[src/rtl/color_markup_to_ansi_sgr_macros.svh]
// ============================================================================
// Assertion macros for the colour markup translator
// Concurrent checks that compile away when SYNTHESIS is defined.
// ============================================================================
`ifndef COLOR_MARKUP_TO_ANSI_SGR_MACROS_SVH
`define COLOR_MARKUP_TO_ANSI_SGR_MACROS_SVH
`ifndef SYNTHESIS
// same-cycle implication
`define CMU_ASSERT_NOW(lbl, clk, rstn, ante, cons) \
    lbl: assert property (@(posedge clk) disable iff (!(rstn)) (ante) |-> (cons)) \
        else $error("cmu check failed");
// next-cycle implication
`define CMU_ASSERT_NEXT(lbl, clk, rstn, ante, cons) \
    lbl: assert property (@(posedge clk) disable iff (!(rstn)) (ante) |=> (cons)) \
        else $error("cmu check failed");
`else
`define CMU_ASSERT_NOW(lbl, clk, rstn, ante, cons)
`define CMU_ASSERT_NEXT(lbl, clk, rstn, ante, cons)
`endif
`endif

[src/rtl/cmu_pkg.sv]
// ============================================================================
// cmu_pkg
// Shared types, character codes and lookup tables for the markup translator.
// ============================================================================
`default_nettype none

package cmu_pkg;

    // character codes
    localparam logic [7:0] CH_ESC  = 8'h1B;
    localparam logic [7:0] CH_AT   = 8'h40;
    localparam logic [7:0] CH_LSQ  = 8'h5B;
    localparam logic [7:0] CH_X    = 8'h78;
    localparam logic [7:0] CH_M    = 8'h6D;
    localparam logic [7:0] CH_D0   = 8'h30;
    localparam logic [7:0] CH_D9   = 8'h39;

    localparam logic [3:0] NUM_RANDOM = 4'd14;
    localparam logic [4:0] COLOR_SAT  = 5'd16;
    localparam logic [4:0] BODY_NONE  = 5'd0;

    // scan phase of the front end
    typedef enum logic [1:0] {
        PH_TEXT,
        PH_AT,
        PH_DIG_XLATE,
        PH_DIG_STRIP
    } t_scan_phase;

    typedef enum logic {
        JOB_BYTE,
        JOB_SGR
    } t_job_kind;

    // one queued job: a literal byte or an escape with a body
    typedef struct packed {
        t_job_kind   kind;
        logic [7:0]  byte_val;
        logic [4:0]  body_id;
    } t_job;

    typedef struct packed {
        logic valid;
        t_job job;
    } t_job_chan;

    // escape body: up to four characters, left aligned
    typedef struct packed {
        logic [2:0]  len;
        logic [31:0] chars;
    } t_body;

    // '@x' letter set, pick taken modulo 14
    function automatic logic [7:0] random_letter(input logic [3:0] pick);
        logic [3:0] idx;
        idx = (pick >= NUM_RANDOM) ? (pick - NUM_RANDOM) : pick;
        case (idx)
            4'd0:    random_letter = "b";
            4'd1:    random_letter = "g";
            4'd2:    random_letter = "c";
            4'd3:    random_letter = "r";
            4'd4:    random_letter = "m";
            4'd5:    random_letter = "y";
            4'd6:    random_letter = "w";
            4'd7:    random_letter = "B";
            4'd8:    random_letter = "G";
            4'd9:    random_letter = "C";
            4'd10:   random_letter = "R";
            4'd11:   random_letter = "M";
            4'd12:   random_letter = "W";
            default: random_letter = "Y";
        endcase
    endfunction

    // code letter to body id, BODY_NONE when unknown
    function automatic logic [4:0] letter_body(input logic [7:0] c);
        case (c)
            "n":     letter_body = 5'd1;
            "d":     letter_body = 5'd2;
            "b":     letter_body = 5'd3;
            "g":     letter_body = 5'd4;
            "c":     letter_body = 5'd5;
            "r":     letter_body = 5'd6;
            "m":     letter_body = 5'd7;
            "y":     letter_body = 5'd8;
            "w":     letter_body = 5'd9;
            "D":     letter_body = 5'd10;
            "B":     letter_body = 5'd11;
            "G":     letter_body = 5'd12;
            "C":     letter_body = 5'd13;
            "R":     letter_body = 5'd14;
            "M":     letter_body = 5'd15;
            "Y":     letter_body = 5'd16;
            "W":     letter_body = 5'd17;
            "0":     letter_body = 5'd18;
            "1":     letter_body = 5'd19;
            "2":     letter_body = 5'd20;
            "3":     letter_body = 5'd21;
            "4":     letter_body = 5'd22;
            "5":     letter_body = 5'd23;
            "6":     letter_body = 5'd24;
            "7":     letter_body = 5'd25;
            "l":     letter_body = 5'd26;
            "u":     letter_body = 5'd27;
            "o":     letter_body = 5'd28;
            "e":     letter_body = 5'd29;
            default: letter_body = BODY_NONE;
        endcase
    endfunction

    // fixed '@[n' colours mapped onto the shared body table
    function automatic logic [4:0] fixed_body(input logic [4:0] num);
        case (num)
            5'd1, 5'd11, 5'd14: fixed_body = 5'd5;
            5'd2, 5'd5, 5'd12:  fixed_body = 5'd4;
            5'd3, 5'd6, 5'd10:  fixed_body = 5'd8;
            5'd4, 5'd13:        fixed_body = 5'd6;
            5'd7, 5'd8, 5'd9:   fixed_body = 5'd16;
            5'd15:              fixed_body = 5'd9;
            default:            fixed_body = 5'd1;
        endcase
    endfunction

    function automatic t_body body_lookup(input logic [4:0] id);
        case (id)
            5'd2:    body_lookup = '{3'd4, "0;30"};
            5'd3:    body_lookup = '{3'd4, "0;34"};
            5'd4:    body_lookup = '{3'd4, "0;32"};
            5'd5:    body_lookup = '{3'd4, "0;36"};
            5'd6:    body_lookup = '{3'd4, "0;31"};
            5'd7:    body_lookup = '{3'd4, "0;35"};
            5'd8:    body_lookup = '{3'd4, "0;33"};
            5'd9:    body_lookup = '{3'd4, "0;37"};
            5'd10:   body_lookup = '{3'd4, "1;30"};
            5'd11:   body_lookup = '{3'd4, "1;34"};
            5'd12:   body_lookup = '{3'd4, "1;32"};
            5'd13:   body_lookup = '{3'd4, "1;36"};
            5'd14:   body_lookup = '{3'd4, "1;31"};
            5'd15:   body_lookup = '{3'd4, "1;35"};
            5'd16:   body_lookup = '{3'd4, "1;33"};
            5'd17:   body_lookup = '{3'd4, "1;37"};
            5'd18:   body_lookup = '{3'd2, {"40", 16'h0000}};
            5'd19:   body_lookup = '{3'd2, {"44", 16'h0000}};
            5'd20:   body_lookup = '{3'd2, {"42", 16'h0000}};
            5'd21:   body_lookup = '{3'd2, {"46", 16'h0000}};
            5'd22:   body_lookup = '{3'd2, {"41", 16'h0000}};
            5'd23:   body_lookup = '{3'd2, {"45", 16'h0000}};
            5'd24:   body_lookup = '{3'd2, {"43", 16'h0000}};
            5'd25:   body_lookup = '{3'd2, {"47", 16'h0000}};
            5'd26:   body_lookup = '{3'd1, {"5", 24'h000000}};
            5'd27:   body_lookup = '{3'd1, {"4", 24'h000000}};
            5'd28:   body_lookup = '{3'd1, {"1", 24'h000000}};
            5'd29:   body_lookup = '{3'd1, {"7", 24'h000000}};
            default: body_lookup = '{3'd1, {"0", 24'h000000}};
        endcase
    endfunction

endpackage

`default_nettype wire

[src/rtl/cmu_front.sv]
// ============================================================================
// cmu_front
// Scans input text, tracks the '@' code state and posts one job per byte
// that produces output.
// ============================================================================
`default_nettype none
`include "color_markup_to_ansi_sgr_macros.svh"

module cmu_front (
    input  wire logic              i_clk,
    input  wire logic              i_rst_n,
    input  wire logic              i_cfg_we,
    input  wire logic              i_cfg_wdata,
    input  wire logic              i_valid,
    output logic                   o_ready,
    input  wire logic [7:0]        i_text_byte,
    input  wire logic              i_text_end,
    input  wire logic [3:0]        i_random_pick,
    input  wire logic              i_q_full,
    output cmu_pkg::t_job_chan     o_push
);
    import cmu_pkg::*;

    t_scan_phase r_phase, n_phase;
    logic [4:0]  r_color, n_color;
    logic        r_parse_en;

    logic        accept;
    logic [7:0]  code_c;
    logic        is_digit;
    logic [7:0]  acc_val;
    logic [4:0]  acc_sat;
    logic [4:0]  lb;

    assign o_ready = !i_q_full;
    assign accept  = i_valid && o_ready;

    // parse enable register
    always_ff @(posedge i_clk) begin
        if (!i_rst_n) begin
            r_parse_en <= 1'b1;
        end else if (i_cfg_we) begin
            r_parse_en <= i_cfg_wdata;
        end
    end

    // scan state
    always_ff @(posedge i_clk) begin
        if (!i_rst_n) begin
            r_phase <= PH_TEXT;
            r_color <= 5'd0;
        end else begin
            r_phase <= n_phase;
            r_color <= n_color;
        end
    end

    // code letter after '@', with '@x' replaced by the random pick
    assign code_c   = (i_text_byte == CH_X) ? random_letter(i_random_pick) : i_text_byte;
    assign lb       = letter_body(code_c);
    assign is_digit = (i_text_byte >= CH_D0) && (i_text_byte <= CH_D9);
    // colour accumulator: r_color * 10 + digit, at most 169
    assign acc_val  = ({3'b000, r_color} * 8'd10) + {4'h0, i_text_byte[3:0]};
    assign acc_sat  = (acc_val >= {3'b000, COLOR_SAT}) ? COLOR_SAT : acc_val[4:0];

    // next state and job classification
    always_comb begin
        n_phase              = r_phase;
        n_color              = r_color;
        o_push.valid         = 1'b0;
        o_push.job.kind      = JOB_BYTE;
        o_push.job.byte_val  = i_text_byte;
        o_push.job.body_id   = BODY_NONE;
        if (accept) begin
            unique case (r_phase)
                PH_TEXT: begin
                    if (i_text_byte != CH_AT || i_text_end) begin
                        o_push.valid = 1'b1;
                    end else begin
                        n_phase = PH_AT;
                    end
                end
                PH_AT: begin
                    n_phase = PH_TEXT;
                    if (code_c == CH_LSQ) begin
                        if (!i_text_end) begin
                            n_phase = r_parse_en ? PH_DIG_XLATE : PH_DIG_STRIP;
                            n_color = 5'd0;
                        end
                    end else if (code_c == CH_AT) begin
                        o_push.valid = 1'b1;
                    end else if (r_parse_en && lb != BODY_NONE) begin
                        o_push.valid       = 1'b1;
                        o_push.job.kind    = JOB_SGR;
                        o_push.job.body_id = lb;
                    end
                end
                PH_DIG_XLATE, PH_DIG_STRIP: begin
                    if (is_digit) begin
                        n_color = acc_sat;
                        if (i_text_end) begin
                            o_push.valid = (r_phase == PH_DIG_XLATE);
                            n_phase      = PH_TEXT;
                        end
                    end else begin
                        o_push.valid = (r_phase == PH_DIG_XLATE);
                        n_phase      = PH_TEXT;
                    end
                    o_push.job.kind    = JOB_SGR;
                    o_push.job.body_id = fixed_body(is_digit ? acc_sat : r_color);
                end
                default: begin
                    n_phase = PH_TEXT;
                end
            endcase
            if (i_text_end) begin
                n_phase = PH_TEXT;
            end
            if (n_phase == PH_TEXT) begin
                n_color = 5'd0;
            end
        end
    end

    // checks
    `CMU_ASSERT_NOW(a_color_sat, i_clk, i_rst_n, 1'b1, r_color <= COLOR_SAT)
    `CMU_ASSERT_NOW(a_text_clear, i_clk, i_rst_n, r_phase == PH_TEXT, r_color == 5'd0)

endmodule

`default_nettype wire

[src/rtl/cmu_queue.sv]
// ============================================================================
// cmu_queue
// Small job queue between the scanner and the escape expander.
// ============================================================================
`default_nettype none
`include "color_markup_to_ansi_sgr_macros.svh"

module cmu_queue #(
    parameter int DEPTH = 4
) (
    input  wire logic              i_clk,
    input  wire logic              i_rst_n,
    input  cmu_pkg::t_job_chan     i_push,
    output logic                   o_full,
    output cmu_pkg::t_job_chan     o_head,
    input  wire logic              i_pop
);
    import cmu_pkg::*;

    localparam int PW = (DEPTH > 1) ? $clog2(DEPTH) : 1;
    localparam int CW = $clog2(DEPTH + 1);

    t_job          r_mem [DEPTH];
    logic [PW-1:0] r_wr, r_rd;
    logic [CW-1:0] r_cnt;
    logic          do_push, do_pop;

    assign o_full     = (r_cnt == CW'(DEPTH));
    assign do_push    = i_push.valid && !o_full;
    assign do_pop     = i_pop && (r_cnt != '0);
    assign o_head.valid = (r_cnt != '0);
    assign o_head.job   = r_mem[r_rd];

    // storage
    always_ff @(posedge i_clk) begin
        if (do_push) begin
            r_mem[r_wr] <= i_push.job;
        end
    end

    // pointers and fill count
    always_ff @(posedge i_clk) begin
        if (!i_rst_n) begin
            r_wr  <= '0;
            r_rd  <= '0;
            r_cnt <= '0;
        end else begin
            if (do_push) begin
                r_wr <= (r_wr == PW'(DEPTH - 1)) ? '0 : r_wr + PW'(1);
            end
            if (do_pop) begin
                r_rd <= (r_rd == PW'(DEPTH - 1)) ? '0 : r_rd + PW'(1);
            end
            r_cnt <= r_cnt + CW'(do_push) - CW'(do_pop);
        end
    end

    // checks
    `CMU_ASSERT_NOW(a_no_push_full, i_clk, i_rst_n, i_push.valid, !o_full)
    `CMU_ASSERT_NOW(a_no_pop_empty, i_clk, i_rst_n, i_pop, o_head.valid)

endmodule

`default_nettype wire

[src/rtl/cmu_back.sv]
// ============================================================================
// cmu_back
// Expands queued jobs into output bytes, one byte per cycle while the
// output is not stalled, into a registered output stage.
// ============================================================================
`default_nettype none
`include "color_markup_to_ansi_sgr_macros.svh"

module cmu_back (
    input  wire logic              i_clk,
    input  wire logic              i_rst_n,
    input  cmu_pkg::t_job_chan     i_head,
    output logic                   o_pop,
    output logic                   o_valid,
    input  wire logic              i_ready,
    output logic [7:0]             o_out_byte,
    output logic                   o_run_last
);
    import cmu_pkg::*;

    logic [2:0] r_pos;
    logic       r_valid;
    logic [7:0] r_byte;
    logic       r_last;

    t_body      body;
    logic [2:0] seq_len;
    logic [2:0] bpos;
    logic [7:0] cur_byte;
    logic       cur_last;
    logic       load;

    assign body    = body_lookup(i_head.job.body_id);
    assign seq_len = body.len + 3'd3;
    assign bpos    = r_pos - 3'd2;

    // byte at the current position of the job
    always_comb begin
        cur_byte = i_head.job.byte_val;
        cur_last = 1'b1;
        if (i_head.job.kind == JOB_SGR) begin
            cur_last = (r_pos == seq_len - 3'd1);
            if (r_pos == 3'd0) begin
                cur_byte = CH_ESC;
            end else if (r_pos == 3'd1) begin
                cur_byte = CH_LSQ;
            end else if (cur_last) begin
                cur_byte = CH_M;
            end else begin
                case (bpos[1:0])
                    2'd0:    cur_byte = body.chars[31:24];
                    2'd1:    cur_byte = body.chars[23:16];
                    2'd2:    cur_byte = body.chars[15:8];
                    default: cur_byte = body.chars[7:0];
                endcase
            end
        end
    end

    assign load  = i_head.valid && (!r_valid || i_ready);
    assign o_pop = load && cur_last;

    // position within the current escape
    always_ff @(posedge i_clk) begin
        if (!i_rst_n) begin
            r_pos   <= 3'd0;
            r_valid <= 1'b0;
        end else begin
            if (load) begin
                r_pos <= cur_last ? 3'd0 : r_pos + 3'd1;
            end
            if (load) begin
                r_valid <= 1'b1;
            end else if (i_ready) begin
                r_valid <= 1'b0;
            end
        end
    end

    // output register
    always_ff @(posedge i_clk) begin
        if (load) begin
            r_byte <= cur_byte;
            r_last <= cur_last;
        end
    end

    assign o_valid    = r_valid;
    assign o_out_byte = r_byte;
    assign o_run_last = r_last;

    // checks
    `CMU_ASSERT_NOW(a_pos_in_sgr, i_clk, i_rst_n, r_pos != 3'd0,
                    i_head.valid && i_head.job.kind == JOB_SGR)
    `CMU_ASSERT_NEXT(a_pop_restarts, i_clk, i_rst_n, o_pop, r_pos == 3'd0)

endmodule

`default_nettype wire

[src/rtl/color_markup_to_ansi_sgr.sv]
// ============================================================================
// color_markup_to_ansi_sgr
// Colour markup to ANSI SGR translator: scanner, job queue, escape expander.
// ============================================================================
//  channel   direction  signals
//  ------------------------------------------------------------------------
//  text in   input      i_valid/o_ready, i_text_byte, i_text_end, i_random_pick
//  bytes out output     o_valid/i_ready, o_out_byte, o_run_last
//  config    input      i_cfg_we, i_cfg_wdata (parse enable, no wait)
//
//  Plain bytes pass one per cycle while the output is not stalled.
//  An escape leaves as 4 to 7 bytes, one per cycle unless stalled.
//  The scanner keeps taking text until QUEUE_DEPTH jobs are waiting.
//  Reset is synchronous and active low; parse enable resets to 1.
//  A stall on the output fills the queue, then drops o_ready.
// ============================================================================
`default_nettype none

module color_markup_to_ansi_sgr #(
    parameter int QUEUE_DEPTH = 4
) (
    input  wire logic       i_clk,
    input  wire logic       i_rst_n,
    input  wire logic       i_cfg_we,
    input  wire logic       i_cfg_wdata,
    input  wire logic       i_valid,
    output logic            o_ready,
    input  wire logic [7:0] i_text_byte,
    input  wire logic       i_text_end,
    input  wire logic [3:0] i_random_pick,
    output logic            o_valid,
    input  wire logic       i_ready,
    output logic [7:0]      o_out_byte,
    output logic            o_run_last
);
    import cmu_pkg::*;

    t_job_chan push;
    t_job_chan head;
    logic      q_full;
    logic      pop;

    // scanner
    cmu_front u_front (
        .i_clk         (i_clk),
        .i_rst_n       (i_rst_n),
        .i_cfg_we      (i_cfg_we),
        .i_cfg_wdata   (i_cfg_wdata),
        .i_valid       (i_valid),
        .o_ready       (o_ready),
        .i_text_byte   (i_text_byte),
        .i_text_end    (i_text_end),
        .i_random_pick (i_random_pick),
        .i_q_full      (q_full),
        .o_push        (push)
    );

    // job queue
    cmu_queue #(
        .DEPTH (QUEUE_DEPTH)
    ) u_queue (
        .i_clk   (i_clk),
        .i_rst_n (i_rst_n),
        .i_push  (push),
        .o_full  (q_full),
        .o_head  (head),
        .i_pop   (pop)
    );

    // expander
    cmu_back u_back (
        .i_clk      (i_clk),
        .i_rst_n    (i_rst_n),
        .i_head     (head),
        .o_pop      (pop),
        .o_valid    (o_valid),
        .i_ready    (i_ready),
        .o_out_byte (o_out_byte),
        .o_run_last (o_run_last)
    );

endmodule

`default_nettype wire
[config.mk]
export PLATFORM = sky130hd
export DESIGN_NAME = color_markup_to_ansi_sgr
export DESIGN_NICKNAME = d
export VERILOG_FILES = /design/src/rtl/cmu_pkg.sv /design/src/rtl/cmu_front.sv /design/src/rtl/cmu_queue.sv /design/src/rtl/cmu_back.sv /design/src/rtl/color_markup_to_ansi_sgr.sv
export VERILOG_INCLUDE_DIRS = /design/src /design/src/rtl
export SDC_FILE = /design/constraint.sdc
export NUM_CORES = 1
export LEC_CHECK = 0
export BUFFER_PORTS_ARGS = -buffer_cell sky130_fd_sc_hd__buf_2
export CORE_MARGIN = 1.5
export CORE_UTILIZATION = 30
export CTS_BUF_LIST = sky130_fd_sc_hd__clkbuf_16
export CTS_CLUSTER_SIZE = 30
export DETAILED_ROUTE_END_ITERATION = 10
export PLACE_DENSITY = 0.45
export SYNTH_ARGS = -nofsm -noshare
export SYNTH_HDL_FRONTEND = slang
export SYNTH_SLANG_ARGS = --single-unit
export TNS_END_PERCENT = 30
[constraint.sdc]
create_clock -name i_clk -period 9 [get_ports i_clk]
set_input_delay 0.45 -clock i_clk [delete_from_list [all_inputs] [get_ports i_clk]]
set_output_delay 0.45 -clock i_clk [all_outputs]
set_load 0.005 [all_outputs]
==> run_summary.xml <==
<?xml version="1.0" encoding="UTF-8"?>
<metrics>
  <group name="run_status">
    <metric name="run_status" unit="">finished, violations left</metric>
    <metric name="violations" unit="">design-rule violations</metric>
  </group>
  <group name="power_and_ir_drop">
    <metric name="cellLeakagePower" unit="nW">2.34</metric>
    <metric name="vdd_ir_drop_max" unit="mV">0.0942</metric>
    <metric name="power.density" unit="nW/um^2">230</metric>
  </group>
  <group name="critical_path">
    <metric name="timing.critical_path.fanout_max" unit="">15</metric>
    <metric name="critPathTopFamily" unit="">adder cells</metric>
    <metric name="cp_data_required_time" unit="ps">9220</metric>
    <metric name="max_stage_delay" unit="ps">980</metric>
    <metric name="slowest_stage" unit="">dfxtp_1</metric>
    <metric name="path_cells" unit="">mux4_2 &gt; inv_1 &gt; ha_1 &gt; and3_1 &gt; nor2_1 &gt; o21ai_0 &gt; a21oi_1 &gt; a211o_1 &gt; a21oi_1 &gt; ha_1 &gt; inv_1 &gt; ha_1 &gt; fa_1 &gt; and2_1</metric>
    <metric name="cp_num_cells" unit="">14</metric>
    <metric name="timing.critical_path.arrival" unit="ps">5050</metric>
    <metric name="critPathLaunchType" unit="">register</metric>
    <metric name="timing.reg2reg.worst_path_depth" unit="">14</metric>
    <metric name="worst_setup_path_end_kind" unit="">register</metric>
    <metric name="critical_path.n_buffers_inverters" unit="">2</metric>
    <metric name="path_common_cell" unit="">ha_1</metric>
    <metric name="criticalPathCategory" unit="">register to register</metric>
  </group>
  <group name="place">
    <metric name="globalplace.congestion" unit="">0.893</metric>
    <metric name="portBuffers" unit="">29</metric>
    <metric name="setup_slack_placement" unit="ps">3850</metric>
    <metric name="hpwlAfterDp" unit="um">9940</metric>
  </group>
  <group name="floorplanning">
    <metric name="io_pins" unit="">30</metric>
    <metric name="num_rows" unit="">49</metric>
    <metric name="floorplan.die.width" unit="um">140</metric>
    <metric name="floorplan.die.height" unit="um">140</metric>
    <metric name="die_outline_area" unit="um^2">19600</metric>
    <metric name="core_area" unit="um^2">18200</metric>
    <metric name="effective_utilization_at_floorplan" unit="%">31.0</metric>
  </group>
  <group name="detailed_routing">
    <metric name="pre_antenna_drt_iters" unit="">8</metric>
    <metric name="initialDrtViolationCount" unit="">227</metric>
    <metric name="postRouteWirelength" unit="um">13300</metric>
    <metric name="avgRoutedWirePerCell" unit="um">17.1</metric>
    <metric name="vias_per_cell" unit="">5.31</metric>
    <metric name="route.antenna.remaining_nets" unit="">0</metric>
    <metric name="drcViolationCount" unit="">1</metric>
    <metric name="vias" unit="">4135</metric>
  </group>
  <group name="layout">
    <metric name="number_of_diodes" unit="">0</metric>
    <metric name="design.final.nets" unit="">610</metric>
    <metric name="syn_to_layout_area_delta" unit="%">11.1</metric>
    <metric name="layout-drive-gt1-share" unit="%">14.4</metric>
  </group>
  <group name="clock_tree">
    <metric name="cts_inserted_buffers" unit="">9</metric>
    <metric name="cts.htree.levels" unit="">3</metric>
    <metric name="cts_root_buf" unit="">clkbuf_16</metric>
    <metric name="cts-hold-fix-buffers" unit="">0</metric>
    <metric name="post_cts_repair_resize_count" unit="">0</metric>
    <metric name="worst_skew_pair.late_latency" unit="ps">330</metric>
    <metric name="cts_post_setup_buffers_inserted" unit="">0</metric>
    <metric name="tritoncts_clock_tree" unit="">yes</metric>
    <metric name="cts_buffer_depth" unit="">2</metric>
    <metric name="clkSlewWorstSetupHoldPaths" unit="ps">60</metric>
    <metric name="numClockSinks" unit="">86</metric>
  </group>
  <group name="sta">
    <metric name="min_period_over_period" unit="%">53.6</metric>
    <metric name="clock.fmax" unit="MHz">207</metric>
    <metric name="report.final.slew_viol_count" unit="">0</metric>
    <metric name="timing.final.hold_violations" unit="">0</metric>
    <metric name="max_slew_margin" unit="%">29.4</metric>
    <metric name="report.final.setup_viol" unit="">0</metric>
    <metric name="max_slew.worst_pin.slew" unit="ps">1030</metric>
    <metric name="rsz0062_at_grt" unit="">no</metric>
    <metric name="setup_ws" unit="ps">4170</metric>
    <metric name="finalSetupTns" unit="ps">0</metric>
    <metric name="period_needed" unit="ps">4830</metric>
    <metric name="clock_skew" unit="ps">7.44</metric>
  </group>
  <group name="synth">
    <metric name="ys_ff_latch" unit="">86</metric>
    <metric name="synth.top_cells.by_count" unit="">edfxtp_1 (65), ha_1 (44), inv_1 (40)</metric>
    <metric name="synth_area_leaders" unit="">edfxtp_1 (35%), ha_1 (9.8%), dfxtp_1 (7.5%), mux4_2 (5.2%), mux2i_1 (2.8%)</metric>
    <metric name="synth.yosys.warnings" unit="">0</metric>
    <metric name="postSynthNetCount" unit="">589</metric>
    <metric name="synth_area_leader_cell" unit="">edfxtp_1</metric>
    <metric name="synth.distinct_cells" unit="">76</metric>
    <metric name="synthDominantCellAreaShare" unit="%">34.6</metric>
    <metric name="synth_cells" unit="">523</metric>
    <metric name="most_frequent_cell_after_synthesis" unit="">edfxtp_1</metric>
    <metric name="synth_async_sr_flop_share" unit="%">0</metric>
    <metric name="seq_area_frac_synth" unit="%">42.1</metric>
    <metric name="synth_ff_type" unit="">edfxtp_1</metric>
    <metric name="postSynthAreaPerCell" unit="um^2">10.8</metric>
    <metric name="synth_enable_flop_cells" unit="">65</metric>
    <metric name="area_of_the_mapped_netlist" unit="um^2">5640</metric>
  </group>
  <group name="hold_path">
    <metric name="whs_path_depth" unit="">3</metric>
    <metric name="hold_path_class" unit="">primary input to register</metric>
  </group>
  <group name="grt">
    <metric name="number_of_global_route_vias_before_repair" unit="">4120</metric>
    <metric name="grt_overflow" unit="">0</metric>
    <metric name="grt_max_degree" unit="">23</metric>
    <metric name="global_route.usage.total" unit="%">13.8</metric>
    <metric name="number_of_antenna_violations_at_the_first_check_in_global_routing" unit="">0</metric>
    <metric name="grt_pass1_wl" unit="um">21500</metric>
  </group>
  <group name="job">
    <metric name="max_cap_viol_count" unit="">0</metric>
  </group>
</metrics>
cell type report:
cell class                      count  area (um^2)
Fill cell                        1821        11900
Multi-Input combinational cell    375         3010
Tap cell                          229          287
Sequential cell                    86         2370
Clock inverter                      7         65.1
Timing Repair Buffer               30          153
Inverter                           42          158
Clock buffer                        9          225
state kept, by name, summed over array words and instances, names as in the netlist, named ones only:
| register | flops |
|---|---|
| u_front.r_phase | 2 |
| u_back.o_valid | 1 |
| u_queue.r_mem | 56 |
| u_front.r_parse_en | 1 |
| u_queue.r_rd | 2 |
| u_back.r_pos | 3 |
| u_queue.r_wr | 2 |
| u_back.o_run_last | 1 |
| u_front.r_color | 5 |
| u_back.o_out_byte | 8 |
| u_queue.r_cnt | 3 |
where the power goes:
group          internal, mW  switching [mW]  total [mW]  leakage (nW)
logic                 0.226           0.306       0.532          1.44
clock network         0.194           0.159       0.353         0.140
registers             0.508          0.0503       0.559         0.760
cells by family (layout without fill, tap and decap cells):
family	count (synthesis)	in the layout	synth area share (%)
buf+inv	62	88	4.59
mux	32	32	8.63
compound gates	131	131	17.0
fa+ha+maj	47	47	10.8
simple gates	155	155	15.3
xor+xnor	10	10	1.55
flops	86	86	42.1
path summary, 6_finish.rpt:
kind                                start                               to  slack (ps)
min                              i_cfg_we  u_front.r_parse_en$_SDFFE_PN1P_         370
max reg2reg                      register      u_queue.r_cnt[1]$_SDFF_PN0_        4170
min reg2reg  u_queue.r_wr[1]$_SDFFE_PN0P_     u_queue.r_wr[1]$_SDFFE_PN0P_         500
max                              register      u_queue.r_cnt[1]$_SDFF_PN0_        4170
metal layers:
| metal | up-vias | track usage (%) | wire length, um |
|---|---|---|---|
| met4 | 0 | 4.60 | 272 |
| li1 | 2001 | - | - |
| met1 | 2017 | 17.4 | 6090 |
| met2 | 95 | 24.2 | 6480 |
| met3 | 22 | 1.95 | 444 |
| met5 | - | 0 | 0 |
worst reg2reg max path, cell delays in order (launching register included):
cell and delay (ps):
dfxtp_1 980, mux4_2 660, inv_1 210, ha_1 400, and3_1 210, nor2_1 40
o21ai_0 150, a21oi_1 80, a211o_1 420, a21oi_1 460, ha_1 320, inv_1 60
ha_1 150, fa_1 410, and2_1 170
layout by cell type (no fill, tap or decap), drive strengths merged, types with 14 or more instances in the layout:
master / instances
buf: 30
dfxtp: 21
a21oi: 30
o21ai: 18
nor2b: 14
nand2: 38
edfxtp: 65
nor2: 26
ha: 44
mux2i: 16
inv: 46
through the flow:
| stage | utilization [%] | instance area (um^2) | power, mW | hold WS, ps | std cells |
|---|---|---|---|---|---|
| after detailed placement | 32.8 | 5980 | 1.10 | 491 | 762 |
| after floorplan | - | 5640 | 0.954 | 468 | 523 |
| final | 34.4 | 6270 | 1.44 | 370 | 778 |
| after CTS | 34.4 | 6270 | 1.46 | 355 | 778 |
| after global placement | 32.8 | 5980 | 1.10 | 487 | 762 |
| after global routing | 34.4 | 6270 | 1.54 | 370 | 778 |
Power figures use the tool's default switching activity.
